--- src/rtl/core/ascii_integer_parser_top_assert.svh ---
// Assertion macros for the ASCII integer parser top level.
// Each macro expects clk and rst_n in the scope where it is used.
`ifndef ASCII_INTEGER_PARSER_TOP_ASSERT_SVH
`define ASCII_INTEGER_PARSER_TOP_ASSERT_SVH

// Same-cycle implication, checked outside reset.
`define AIP_ASSERT_NOW(lbl, ante, cons, msg) \
  lbl: assert property (@(posedge clk) disable iff (!rst_n) (ante) |-> (cons)) \
    else $error(msg);

// Next-cycle implication, checked outside reset.
`define AIP_ASSERT_NEXT(lbl, ante, cons, msg) \
  lbl: assert property (@(posedge clk) disable iff (!rst_n) (ante) |=> (cons)) \
    else $error(msg);

`endif

--- src/rtl/core/aip_pkg.sv ---
// Shared types, character codes and range helper for the ASCII integer parser.
// No dependencies; aip_step, the top level and the testbench import this package.
package aip_pkg;

  localparam int ACC_W  = 64;
  localparam int PROD_W = ACC_W + 4;
  localparam int CFG_IDX_W  = 2;
  localparam int CFG_DATA_W = 1;

  localparam logic [CFG_IDX_W-1:0] CFG_IDX_WIDE   = 2'd0;
  localparam logic [CFG_IDX_W-1:0] CFG_IDX_SIGNED = 2'd1;

  localparam logic [7:0] CH_NUL   = 8'h00;
  localparam logic [7:0] CH_MINUS = 8'h2D;
  localparam logic [7:0] CH_ZERO  = 8'h30;
  localparam logic [7:0] CH_ONE   = 8'h31;
  localparam logic [7:0] CH_NINE  = 8'h39;
  localparam logic [7:0] CH_UA    = 8'h41;
  localparam logic [7:0] CH_UF    = 8'h46;
  localparam logic [7:0] CH_LA    = 8'h61;
  localparam logic [7:0] CH_LF    = 8'h66;
  localparam logic [7:0] CH_X     = 8'h78;

  typedef enum logic [5:0] {
    PH_START    = 6'b000001,
    PH_SIGN     = 6'b000010,
    PH_ZERO     = 6'b000100,
    PH_HEXFIRST = 6'b001000,
    PH_DEC      = 6'b010000,
    PH_HEX      = 6'b100000
  } phase_t;

  typedef struct packed {
    logic wide;
    logic sgn;
  } cfg_t;

  typedef struct packed {
    phase_t           phase;
    logic             neg;
    logic [ACC_W-1:0] acc;
    logic             failed;
  } parse_st_t;

  localparam parse_st_t ST_CLEAR = '{phase: PH_START, neg: 1'b0, acc: '0, failed: 1'b0};

  // Largest magnitude allowed for the selected range and sign.
  function automatic logic [ACC_W-1:0] mag_limit(input cfg_t cfg, input logic neg);
    logic [ACC_W-1:0] half;
    logic [ACC_W-1:0] lim;
    half = cfg.wide ? {1'b1, {(ACC_W-1){1'b0}}} : {32'd0, 1'b1, 31'd0};
    if (cfg.sgn) begin
      lim = neg ? half : half - {{(ACC_W-1){1'b0}}, 1'b1};
    end else if (neg) begin
      lim = '0;
    end else begin
      lim = cfg.wide ? {ACC_W{1'b1}} : {32'd0, 32'hFFFF_FFFF};
    end
    return lim;
  endfunction

endpackage

--- src/rtl/core/aip_chan_if.sv ---
// Valid/ready channel interfaces: byte input and parse result output.
// Standalone; no package dependency.
interface aip_in_if;
  logic       valid;
  logic       ready;
  logic [7:0] char_byte;

  modport source (output valid, output char_byte, input ready);
  modport sink (input valid, input char_byte, output ready);
endinterface

interface aip_out_if;
  logic        valid;
  logic        ready;
  logic [63:0] parsed_value;
  logic        parse_ok;

  modport source (output valid, output parsed_value, output parse_ok, input ready);
  modport sink (input valid, input parsed_value, input parse_ok, output ready);
endinterface

--- src/rtl/core/aip_step.sv ---
// One grammar step of the parser: next state and end-of-string result for one byte.
// Depends on aip_pkg.
module aip_step
  import aip_pkg::*;
(
  input  logic [7:0]        ch,
  input  parse_st_t         cur,
  input  cfg_t              cfg,
  output parse_st_t         st_nxt,
  output logic              term,
  output logic              res_ok,
  output logic [ACC_W-1:0]  res_val
);

  logic [ACC_W-1:0]  lim;
  logic              is_dec;
  logic              is_hex;
  logic [3:0]        hex_dig;
  logic [PROD_W-1:0] dec_prod;
  logic [PROD_W-1:0] hex_prod;
  logic              dec_fit;
  logic              hex_fit;

  assign lim    = mag_limit(cfg, cur.neg);
  assign is_dec = (ch >= CH_ZERO) && (ch <= CH_NINE);

  always_comb begin
    is_hex  = 1'b1;
    hex_dig = ch[3:0];
    if (is_dec) begin
      hex_dig = ch[3:0];
    end else if (((ch >= CH_UA) && (ch <= CH_UF)) || ((ch >= CH_LA) && (ch <= CH_LF))) begin
      hex_dig = 4'(ch[3:0] + 4'd9);
    end else begin
      is_hex = 1'b0;
    end
  end

  // acc*10 + digit and acc*16 + digit, compared in full width against the limit
  assign dec_prod = {1'b0, cur.acc, 3'b000} + {3'b000, cur.acc, 1'b0}
                  + {{(PROD_W-4){1'b0}}, ch[3:0]};
  assign hex_prod = {cur.acc, hex_dig};
  assign dec_fit  = dec_prod <= {4'd0, lim};
  assign hex_fit  = hex_prod <= {4'd0, lim};

  assign term = (ch == CH_NUL);

  always_comb begin
    st_nxt  = cur;
    res_ok  = 1'b0;
    res_val = '0;
    if (term) begin
      if (!cur.failed) begin
        if (cur.phase == PH_ZERO) begin
          res_ok = 1'b1;
        end else if ((cur.phase == PH_DEC) || (cur.phase == PH_HEX)) begin
          res_ok = cur.acc <= lim;
        end
      end
      if (res_ok) begin
        res_val = cur.neg ? ('0 - cur.acc) : cur.acc;
      end
      st_nxt = ST_CLEAR;
    end else if (!cur.failed) begin
      case (cur.phase)
        PH_START, PH_SIGN: begin
          if ((ch == CH_MINUS) && (cur.phase == PH_START) && cfg.sgn) begin
            st_nxt.neg   = 1'b1;
            st_nxt.phase = PH_SIGN;
          end else if (ch == CH_ZERO) begin
            st_nxt.phase = PH_ZERO;
          end else if ((ch >= CH_ONE) && (ch <= CH_NINE)) begin
            st_nxt.phase = PH_DEC;
            if (dec_fit) begin
              st_nxt.acc = dec_prod[ACC_W-1:0];
            end else begin
              st_nxt.failed = 1'b1;
            end
          end else begin
            st_nxt.failed = 1'b1;
          end
        end
        PH_ZERO: begin
          if (ch == CH_X) begin
            st_nxt.phase = PH_HEXFIRST;
          end else begin
            st_nxt.failed = 1'b1;
          end
        end
        PH_DEC: begin
          if (is_dec && dec_fit) begin
            st_nxt.acc = dec_prod[ACC_W-1:0];
          end else begin
            st_nxt.failed = 1'b1;
          end
        end
        PH_HEXFIRST, PH_HEX: begin
          if (is_hex) begin
            st_nxt.phase = PH_HEX;
            if (hex_fit) begin
              st_nxt.acc = hex_prod[ACC_W-1:0];
            end else begin
              st_nxt.failed = 1'b1;
            end
          end else begin
            st_nxt.failed = 1'b1;
          end
        end
        default: begin
          st_nxt.failed = 1'b1;
        end
      endcase
    end
  end

endmodule

--- src/rtl/core/ascii_integer_parser_top.sv ---
// ASCII integer parser top level: input byte register, grammar step, result register.
// A terminator byte waits in the input byte register until the result register is free.
// Throughput: one byte per cycle unless a terminator stalls; aip_step's loop sets it.
// Reset (rst_n low, synchronous): state to start of string, 64-bit signed mode.
// Depends on aip_pkg, aip_chan_if, aip_step and the assertion macro header.
`include "ascii_integer_parser_top_assert.svh"

module ascii_integer_parser_top
  import aip_pkg::*;
(
  input  logic                  clk,
  input  logic                  rst_n,
  aip_in_if.sink                in_if,
  aip_out_if.source             out_if,
  input  logic                  cfg_wr_en,
  input  logic [CFG_IDX_W-1:0]  cfg_index,
  input  logic [CFG_DATA_W-1:0] cfg_wdata
);

  cfg_t             cfg_r;
  logic             s1_valid_r;
  logic [7:0]       s1_byte_r;
  parse_st_t        st_r;
  parse_st_t        st_nxt;
  logic             term;
  logic             res_ok;
  logic [ACC_W-1:0] res_val;
  logic             out_valid_r;
  logic             out_ok_r;
  logic [ACC_W-1:0] out_val_r;
  logic             out_free;
  logic             s1_go;

  always_ff @(posedge clk) begin
    if (!rst_n) begin
      cfg_r.wide <= 1'b1;
      cfg_r.sgn  <= 1'b1;
    end else if (cfg_wr_en) begin
      case (cfg_index)
        CFG_IDX_WIDE:   cfg_r.wide <= cfg_wdata[0];
        CFG_IDX_SIGNED: cfg_r.sgn  <= cfg_wdata[0];
        default: ;
      endcase
    end
  end

  aip_step u_step (
    .ch      (s1_byte_r),
    .cur     (st_r),
    .cfg     (cfg_r),
    .st_nxt  (st_nxt),
    .term    (term),
    .res_ok  (res_ok),
    .res_val (res_val)
  );

  // A terminator may only advance when the result register can take it
  assign out_free     = !out_valid_r || out_if.ready;
  assign s1_go        = s1_valid_r && (!term || out_free);
  assign in_if.ready  = !s1_valid_r || s1_go;

  always_ff @(posedge clk) begin
    if (!rst_n) begin
      s1_valid_r <= 1'b0;
    end else if (in_if.ready) begin
      s1_valid_r <= in_if.valid;
    end
  end

  always_ff @(posedge clk) begin
    if (in_if.valid && in_if.ready) begin
      s1_byte_r <= in_if.char_byte;
    end
  end

  always_ff @(posedge clk) begin
    if (!rst_n) begin
      st_r <= ST_CLEAR;
    end else if (s1_go) begin
      st_r <= st_nxt;
    end
  end

  always_ff @(posedge clk) begin
    if (!rst_n) begin
      out_valid_r <= 1'b0;
    end else if (s1_go && term) begin
      out_valid_r <= 1'b1;
    end else if (out_if.ready) begin
      out_valid_r <= 1'b0;
    end
  end

  always_ff @(posedge clk) begin
    if (s1_go && term) begin
      out_val_r <= res_val;
      out_ok_r  <= res_ok;
    end
  end

  assign out_if.valid        = out_valid_r;
  assign out_if.parsed_value = out_val_r;
  assign out_if.parse_ok     = out_ok_r;

  `AIP_ASSERT_NOW(a_fail_zero, out_valid_r && !out_ok_r, out_val_r == '0, "failed parse with nonzero value")
  `AIP_ASSERT_NEXT(a_term_clear, s1_go && term, (st_r.phase == PH_START) && !st_r.neg && !st_r.failed && (st_r.acc == '0), "state not cleared after terminator")
  `AIP_ASSERT_NEXT(a_fail_hold, st_r.failed && !(s1_go && term), $stable(st_r.acc) && st_r.failed, "failed string changed its accumulator")
  `AIP_ASSERT_NOW(a_neg_phase, st_r.neg, st_r.phase != PH_START, "minus flag set at start of string")

endmodule

--- src/flat_wrapper.sv ---
// flat-port wrapper written by rule: the top's interface ports become plain ports
module ascii_integer_parser_top_flat import aip_pkg::*;
  (clk, rst_n, cfg_wr_en, cfg_index, cfg_wdata, in_if_valid, in_if_char_byte, in_if_ready, out_if_valid, out_if_parsed_value, out_if_parse_ok, out_if_ready);
  aip_in_if in_if_i ();
  aip_out_if out_if_i ();
  input  logic clk;
  input  logic rst_n;
  input  logic cfg_wr_en;
  input  logic [CFG_IDX_W-1:0] cfg_index;
  input  logic [CFG_DATA_W-1:0] cfg_wdata;
  input wire logic [$bits(in_if_i.valid)-1:0] in_if_valid;
  input wire logic [$bits(in_if_i.char_byte)-1:0] in_if_char_byte;
  output wire logic [$bits(in_if_i.ready)-1:0] in_if_ready;
  output wire logic [$bits(out_if_i.valid)-1:0] out_if_valid;
  output wire logic [$bits(out_if_i.parsed_value)-1:0] out_if_parsed_value;
  output wire logic [$bits(out_if_i.parse_ok)-1:0] out_if_parse_ok;
  input wire logic [$bits(out_if_i.ready)-1:0] out_if_ready;
  assign in_if_i.valid = in_if_valid;
  assign in_if_i.char_byte = in_if_char_byte;
  assign in_if_ready = in_if_i.ready;
  assign out_if_valid = out_if_i.valid;
  assign out_if_parsed_value = out_if_i.parsed_value;
  assign out_if_parse_ok = out_if_i.parse_ok;
  assign out_if_i.ready = out_if_ready;
  ascii_integer_parser_top u_core (.clk(clk), .rst_n(rst_n), .in_if(in_if_i), .out_if(out_if_i), .cfg_wr_en(cfg_wr_en), .cfg_index(cfg_index), .cfg_wdata(cfg_wdata));
endmodule
--- config.mk ---
export PLATFORM = sky130hd
export DESIGN_NAME = ascii_integer_parser_top_flat
export DESIGN_NICKNAME = d
export VERILOG_FILES = /design/src/rtl/core/aip_pkg.sv /design/src/rtl/core/aip_chan_if.sv /design/src/rtl/core/aip_step.sv /design/src/rtl/core/ascii_integer_parser_top.sv /design/src/flat_wrapper.sv
export VERILOG_INCLUDE_DIRS = /design/src /design/src/rtl/core
export SDC_FILE = /design/constraint.sdc
export NUM_CORES = 1
export LEC_CHECK = 0
export BUFFER_PORTS_ARGS = -buffer_cell sky130_fd_sc_hd__buf_2
export CAP_MARGIN = 30
export CORE_UTILIZATION = 50
export DETAILED_ROUTE_END_ITERATION = 7
export MAX_ROUTING_LAYER = met4
export PLACE_DENSITY_LB_ADDON = 0.05
export SYNTH_ARGS = -nofsm -noshare
export SYNTH_HDL_FRONTEND = slang
export SYNTH_SLANG_ARGS = --single-unit
--- constraint.sdc ---
create_clock -name clk -period 6.4 [get_ports clk]
set_input_delay 1.28 -clock clk [delete_from_list [all_inputs] [get_ports clk]]
set_output_delay 1.28 -clock clk [all_outputs]
set_load 0.005 [all_outputs]
==> results.json, run 1 <==
{
  "status": "finished clean",
  "syn-instance-count": 1993,
  "p_clk_share_pct": 48.4,
  "drt_iter0_markers": 1117,
  "ys.flop_type": "dfxtp_1",
  "fp.dieArea_sq_um": 33900,
  "ff2ff_setup_slack_ns": 0.26,
  "postLayoutCellArea_sq_um": 18600,
  "root_buffer": "clkbuf_16",
  "dp_cells": 2502,
  "p_sw_uw": 535,
  "clock_latency_ns": 0.46,
  "p_comb_share_pct": 5.6,
  "async_flop_share_pct": 0,
  "gp_congestion": 0.980,
  "viasPerCell": 6.14,
  "hold_violations": 0,
  "initial_core_util_pct": 50.8,
  "sw_frac_of_total_pct": 24.4,
  "holdCritPathClass": "reg2reg",
  "power_density_nw_per_um2": 117,
  "tns_ns": 0,
  "end_kind": "register",
  "grt_antenna_before_repair": 0,
  "synthTopCellsByArea": "ha_1 21%, edfxtp_1 13%, dfxtp_1 9.2%",
  "p_seq_share_pct": 46.0,
  "wl_per_cell_um": 19.5,
  "slew_headroom_pct": 41.9,
  "synth_nets": 2284,
  "layout_commonest_cell": "ha_1",
  "fmax_mhz": 163,
  "holdWs_ns": 0.526,
  "grt_max_degree": 103,
  "setup_viol": 0,
  "hpwlAfterDp_mm": 38.6,
  "grt_pass1_wl_mm": 77.8,
  "synth_top_area_share_pct": 20.6,
  "report.final.slew_viol_count": 0,
  "finalClockSkew_ns": 0.0176,
  "leakagePower_nw": 8.64,
  "multiInputGateArea_sq_um": 12300,
  "ff_latch_area_sq_um": 3720,
  "numCtsBuffers": 17,
  "num_vias": 15600,
  "fin_crit_ns": 6.14,
  "cp.required_ns": 6.74,
  "p_int_mw": 1.65,
  "cts_buffer_depth": 2,
  "syn_avg_cell_area_sq_um": 8.32,
  "die_h_um": 184,
  "finalPower_mw": 2.19,
  "yosys.area.top_type": "ha_1",
  "cp_max_fo": 8,
  "pre_cts_slack_ns": 0.202,
  "postCtsHoldBufs": 0,
  "layout_setup_ws_ns": 0.255,
  "worstMarginPinSlew_ns": 0.862,
  "critPathKind": "reg2reg",
  "syn_to_final_growth_pct": 12.4,
  "die_w_um": 184,
  "cap_violations": 0,
  "cp.arrival_ns": 6.49,
  "synth_edf_count": 73,
  "ys_warn_count": 0,
  "overflow": 0,
  "drtPass1Iterations": 5,
  "wl_mm": 49.6,
  "track_usage_pct": 30.3,
  "layout_common_cells": "273 x ha_1, 269 x nand2_1, 126 x a21oi_1",
  "numPortBuffers": 82,
  "grt_setup_unrepaired": "no",
  "rows": 66,
  "ys_seq_elements": 149,
  "ant_nets": 0,
  "insertedDiodeCount": 0,
  "final_util_pct": 57.2,
  "cp-start-kind": "register",
  "finalNonFillerCells": 2541,
  "nNetsFinal": 2379,
  "ir_drop_v": 0.000180,
  "cts_tree": "yes",
  "htree_levels": 4,
  "cts.sink_count": 149,
  "drc": 0,
  "core_sq_um": 32600,
  "path_clk_slew_ns": 0.07,
  "io_pins": 83,
  "final.period_utilization_pct": 96.0,
  "grt_pass1_vias": 14500,
  "dpl-instance-area_sq_um": 17900,
  "synth_cell_type_count": 75,
  "final_layout_size_suffix_gt1_share_pct": 13.0,
  "n_fill_cell": 3039,
  "synth-seq-area-share_pct": 22.4,
  "synth_area_sq_um": 16600
}
[per-layer routing]
layer | global-route usage [%] | share of wire [%]
met3 | 5.06 | 6.4
met1 | 42.5 | 49
met5 | - | 0
met2 | 43.6 | 42
met4 | 10.7 | 2.5
[state kept, by name, summed over array words and instances, names as in the netlist]
name,cells
u_core.s1_byte_r,8
u_core.out_if.parsed_value,64
u_core.out_if.parse_ok,1
u_core.s1_valid_r,1
u_core.cfg_r,2
u_core.out_if.valid,1
u_core.st_r,72
[cell usage after synthesis, drive strengths merged, types with 25 or more instances]
cell,instances
xnor2,44
mux2i,62
o21ai,93
inv,37
clkbuf,104
o31ai,28
nand4,60
dfxtp,76
xor2,78
a211oi,75
edfxtp,73
a21o,66
nand2,269
nor2,92
o21a,25
nor3,31
ha,273
a21oi,126
nand3,51
[path summary, 6_finish.rpt]
check,end,cells after the start,start
max,u_core.st_r[52]$_SDFFE_PN0P_,22,u_core.st_r[18]$_SDFFE_PN0P_
min,u_core.st_r[21]$_SDFFE_PN0P_,2,u_core.st_r[21]$_SDFFE_PN0P_
max reg2reg,u_core.st_r[52]$_SDFFE_PN0P_,22,u_core.st_r[18]$_SDFFE_PN0P_
min reg2reg,u_core.st_r[21]$_SDFFE_PN0P_,2,u_core.st_r[21]$_SDFFE_PN0P_
[cells by family (layout without fill, tap and decap cells)]
group	Yosys count	in the layout	share of synthesized area [%]
xor+xnor	122	122	6.44
flops	149	149	22.4
buf+inv	155	261	3.64
compound gates	554	554	22.5
fa+ha+maj	275	275	20.8
mux	78	78	4.83
simple gates	660	660	19.4
[power groups by stage]
stage                     clock (mW)  combinational (mW)  sequential, mW
after floorplan                    0              0.0785            1.03
after global placement             0               0.114            1.03
after detailed placement           0               0.119            1.03
after CTS                       1.08               0.121            1.01
after global routing            1.11               0.137            1.01
final                           1.06               0.122            1.01
[worst max-delay path, stage by stage, from the launching register on]
cell,delay [ns]
dfxtp_1,0.55
ha_1,0.30
ha_1,0.31
a21oi_1,0.27
nand3b_1,0.16
a21oi_1,0.07
or3b_2,0.50
a311oi_1,0.27
o21ai_0,0.28
a21bo_1,0.27
a21oi_1,0.19
o21ai_0,0.14
xor2_1,0.17
ha_1,0.31
nand4_1,0.14
nor4_1,0.45
and3_1,0.27
a22oi_1,0.08
a211oi_1,0.23
and4_1,0.26
o221a_4,0.31
buf_4,0.18
mux2_1,0.31
[cell type report]
cell class / instances / area share, %
Sequential cell: 149 / 19.9
Multi-Input combinational cell: 1689 / 66.2
Clock inverter: 12 / 0.825
Clock buffer: 18 / 2.30
Tap cell: 442 / 2.97
Timing Repair Buffer: 194 / 7.04
Inverter: 37 / 0.745
[repair_timing]
item	4_1_cts	5_1_grt
setup endpoints to repair	0	65
setup buffers	0	7
hold endpoints to repair	0	0
gates resized for setup	0	14
Power figures use the tool's default switching activity.
==> run 2: changes to the inputs <==
ABC_AREA = 1   (was default)
==> run 2 against run 1 <==
  * The run now ends with design-rule violations left
  * Highest routed layer unchanged
  * Power increased by 50%
  * Via count is 23% higher
  * Sequential share of layout area fell by 1.2 points
  * Core utilization down 1.4 points
  * Clock skew is 0.0023 ns higher
  * Final cell count is 30% higher
  * First-iteration DRC count up 54%
  * Synthesized area is 9.3% higher
  * Flip-flop and latch count did not move
  * Setup slack gained 0.20 ns
  * Non-clock buffer count decreased by 50
==> results.json, run 2 <==
{
  "root_buffer": "clkbuf_16",
  "violations": "design-rule violations",
  "timing.critical_path.mode_cell": "nand2_1",
  "synthTopCellsByArea": "ha_1 19%, nand2_1 13%, edfxtp_1 12%",
  "cts.sink_count": 149,
  "leakagePower_nw": 9.46,
  "holdCritPathClass": "reg2reg",
  "numCtsBuffers": 17,
  "ys_top_cells_by_count": "625 x nand2_1, 341 x nor2_1, 273 x ha_1, 264 x inv_1, 248 x a21oi_1",
  "worstMarginPinSlew_ns": 1.00,
  "rows": 69,
  "synth_top_family_by_area": "simple AND/OR/NAND/NOR gates",
  "status": "finished, violations left",
  "fmax_mhz": 168,
  "num_vias": 19200,
  "gp_congestion": 1.03,
  "cp.depth": 29,
  "hold_violations": 0,
  "syn_avg_cell_area_sq_um": 6.59,
  "cp-start-kind": "register",
  "cp.required_ns": 6.74,
  "grt_setup_unrepaired": "no",
  "ant_nets": 0,
  "finalPower_mw": 3.28,
  "synth_edf_count": 73,
  "layout_commonest_cell": "nand2_1",
  "syn-instance-count": 2751,
  "grt_antenna_before_repair": 0,
  "ff2ff_setup_slack_ns": 0.45,
  "yosys.area.top_type": "ha_1",
  "fin_crit_ns": 5.95,
  "drtPass1Iterations": 8,
  "synth_xor_area_share_pct": 4.40,
  "critPathKind": "reg2reg",
  "crit_family": "simple AND/OR/NAND/NOR gates",
  "ys_warn_count": 0,
  "p_comb_share_pct": 34.7,
  "fp.dieArea_sq_um": 37000,
  "synth_compound_area_share_pct": 16.2,
  "cp_max_fo": 48,
  "end_kind": "register",
  "die_h_um": 192,
  "critPathMaxStageDelay_ns": 0.59,
  "min_to": "u_core.st_r[69]$_SDFFE_PN0P_",
  "ys_seq_elements": 149,
  "synth-seq-area-share_pct": 20.5,
  "rr_worst_depth": 29,
  "slowest_stage": "dfxtp_1",
  "r2r_start": "u_core.st_r[11]$_SDFFE_PN0P_",
  "numPortBuffers": 82,
  "p_clk_share_pct": 31.7,
  "synth_area_sq_um": 18100,
  "die_w_um": 192,
  "p_seq_share_pct": 33.6,
  "insertedDiodeCount": 0,
  "synthMostInstantiatedCell": "nand2_1",
  "yosys-mux-area-fraction_pct": 0.0552,
  "drc": 26,
  "cts_buffer_depth": 2,
  "final.period_utilization_pct": 92.9,
  "grt_pass1_vias": 17400,
  "final_util_pct": 55.8,
  "overflow": 0,
  "io_pins": 83,
  "wl_per_cell_um": 18.8,
  "core_sq_um": 35700,
  "synthAdderAreaFrac_pct": 19.1,
  "cap_violations": 0,
  "ir_drop_v": 0.000205,
  "power_density_nw_per_um2": 165,
  "finalClockSkew_ns": 0.0199,
  "min_from": "u_core.st_r[69]$_SDFFE_PN0P_",
  "p_int_mw": 1.95,
  "path_clk_slew_ns": 0.07,
  "setup_viol": 0,
  "synth_nets": 3042,
  "yosys.area_share.simple_pct": 32.0,
  "final_layout_size_suffix_gt1_share_pct": 8.83,
  "p_sw_mw": 1.33,
  "grt_max_degree": 128,
  "report.final.slew_viol_count": 0,
  "largest_register_ffs": 72,
  "cp_num_buf_inv": 3,
  "tns_ns": 0,
  "nNetsFinal": 3119,
  "reg2reg_to": "u_core.st_r[62]$_SDFFE_PN0P_",
  "viasPerCell": 5.80,
  "async_flop_share_pct": 0,
  "cp.arrival_ns": 6.29,
  "ys.flop_type": "dfxtp_1",
  "cts_tree": "yes",
  "synth_cell_type_count": 58,
  "syn_to_final_growth_pct": 9.67,
  "hold_depth": 2,
  "grt_pass1_wl_mm": 95.1,
  "slew_headroom_pct": 31.2,
  "clock_latency_ns": 0.47,
  "track_usage_pct": 34.8,
  "drt_iter0_markers": 1716,
  "layout_common_cells": "624 x nand2_1, 338 x nor2_1, 273 x ha_1",
  "initial_core_util_pct": 50.9,
  "htree_levels": 4,
  "wl_mm": 62.1,
  "max_flop_register": "u_core.st_r",
  "synth_top_area_share_pct": 18.8,
  "sw_frac_of_total_pct": 40.5,
  "n_fill_cell": 3590,
  "hpwlAfterDp_mm": 49.1
}
==> run 2: worst max-delay path by stage <==
stage | from | to | slack [ns]
final | u_core.st_r[11]$_SDFFE_PN0P_ | u_core.st_r[62]$_SDFFE_PN0P_ | 0.45
after global routing | u_core.st_r[11]$_SDFFE_PN0P_ | u_core.st_r[12]$_SDFFE_PN0P_ | 0.01
after CTS | u_core.s1_byte_r[3]$_DFFE_PP_ | u_core.st_r[12]$_SDFFE_PN0P_ | 0.52
after detailed placement | u_core.s1_byte_r[3]$_DFFE_PP_ | u_core.st_r[12]$_SDFFE_PN0P_ | 0.57
after global placement | u_core.st_r[21]$_SDFFE_PN0P_ | u_core.st_r[15]$_SDFFE_PN0P_ | 0.61
after floorplan | u_core.st_r[65]$_SDFFE_PN0P_ | u_core.out_if.parsed_value[32]$_SDFFCE_PN0P_ | 1.33
==> run 2: area by class of cell <==
cell class	count	area (sq um)	area share (%)
multi-input cells	2248	13100	65.7
flip-flops and latches	149	3720	18.7
inverters	268	1010	5.06
repair buffers	144	953	4.79
well taps	461	577	2.90
clock buffers	17	425	2.14
clock inverters	15	145	0.730
==> run 2: power by group through the flow <==
stage	sequential [mW]	clock [mW]	combinational (mW)
floorplan	1.10	0	0.822
global placement	1.12	0	1.08
detailed placement	1.12	0	1.11
CTS	1.10	1.05	1.11
global route	1.11	1.08	1.27
finish	1.10	1.04	1.14
==> run 2: kinds of logic (layout without fill, tap and decap cells) <==
kind of cell / count (synthesis) / after routing
buf+inv: 354 / 444
xor+xnor: 91 / 91
simple gates: 1358 / 1358
compound gates: 523 / 523
flops: 149 / 149
fa+ha+maj: 275 / 275
mux: 1 / 1
==> run 2: through the flow <==
step / setup slack (ns) / hold WS, ns / instance area [sq um] / cells
2_1_floorplan: 1.33 / 0.471 / 18100 / 2751
3_3_place_gp: 0.607 / 0.489 / 19200 / 3267
3_5_place_dp: 0.572 / 0.489 / 19300 / 3268
4_1_cts: 0.518 / 0.500 / 19800 / 3300
5_1_grt: 0.0104 / 0.525 / 19900 / 3302
6_report: 0.453 / 0.498 / 19900 / 3302
==> run 2: worst register-to-register path: cells and delay by family, from the launching register on <==
kind	cells	cell delay, ns
AOI/OAI and AO/OA	2	0.38
adders and majority gates	3	0.97
buffers and inverters	3	0.56
DFF	1	0.59
and+or+nand+nor	21	3.38
==> run 2: timing repair <==
action                     in CTS  in global routing
hold buffers                    0                  0
setup endpoints to repair       0                 19
gates resized for setup         0                  5
setup buffers                   0                  0
==> run 2: routing by layer <==
metal | GRT usage [%] | routed length, um
met4 | 11.1 | 1660
met5 | - | 0
met2 | 48.8 | 25000
met1 | 49.7 | 29800
met3 | 6.36 | 5700
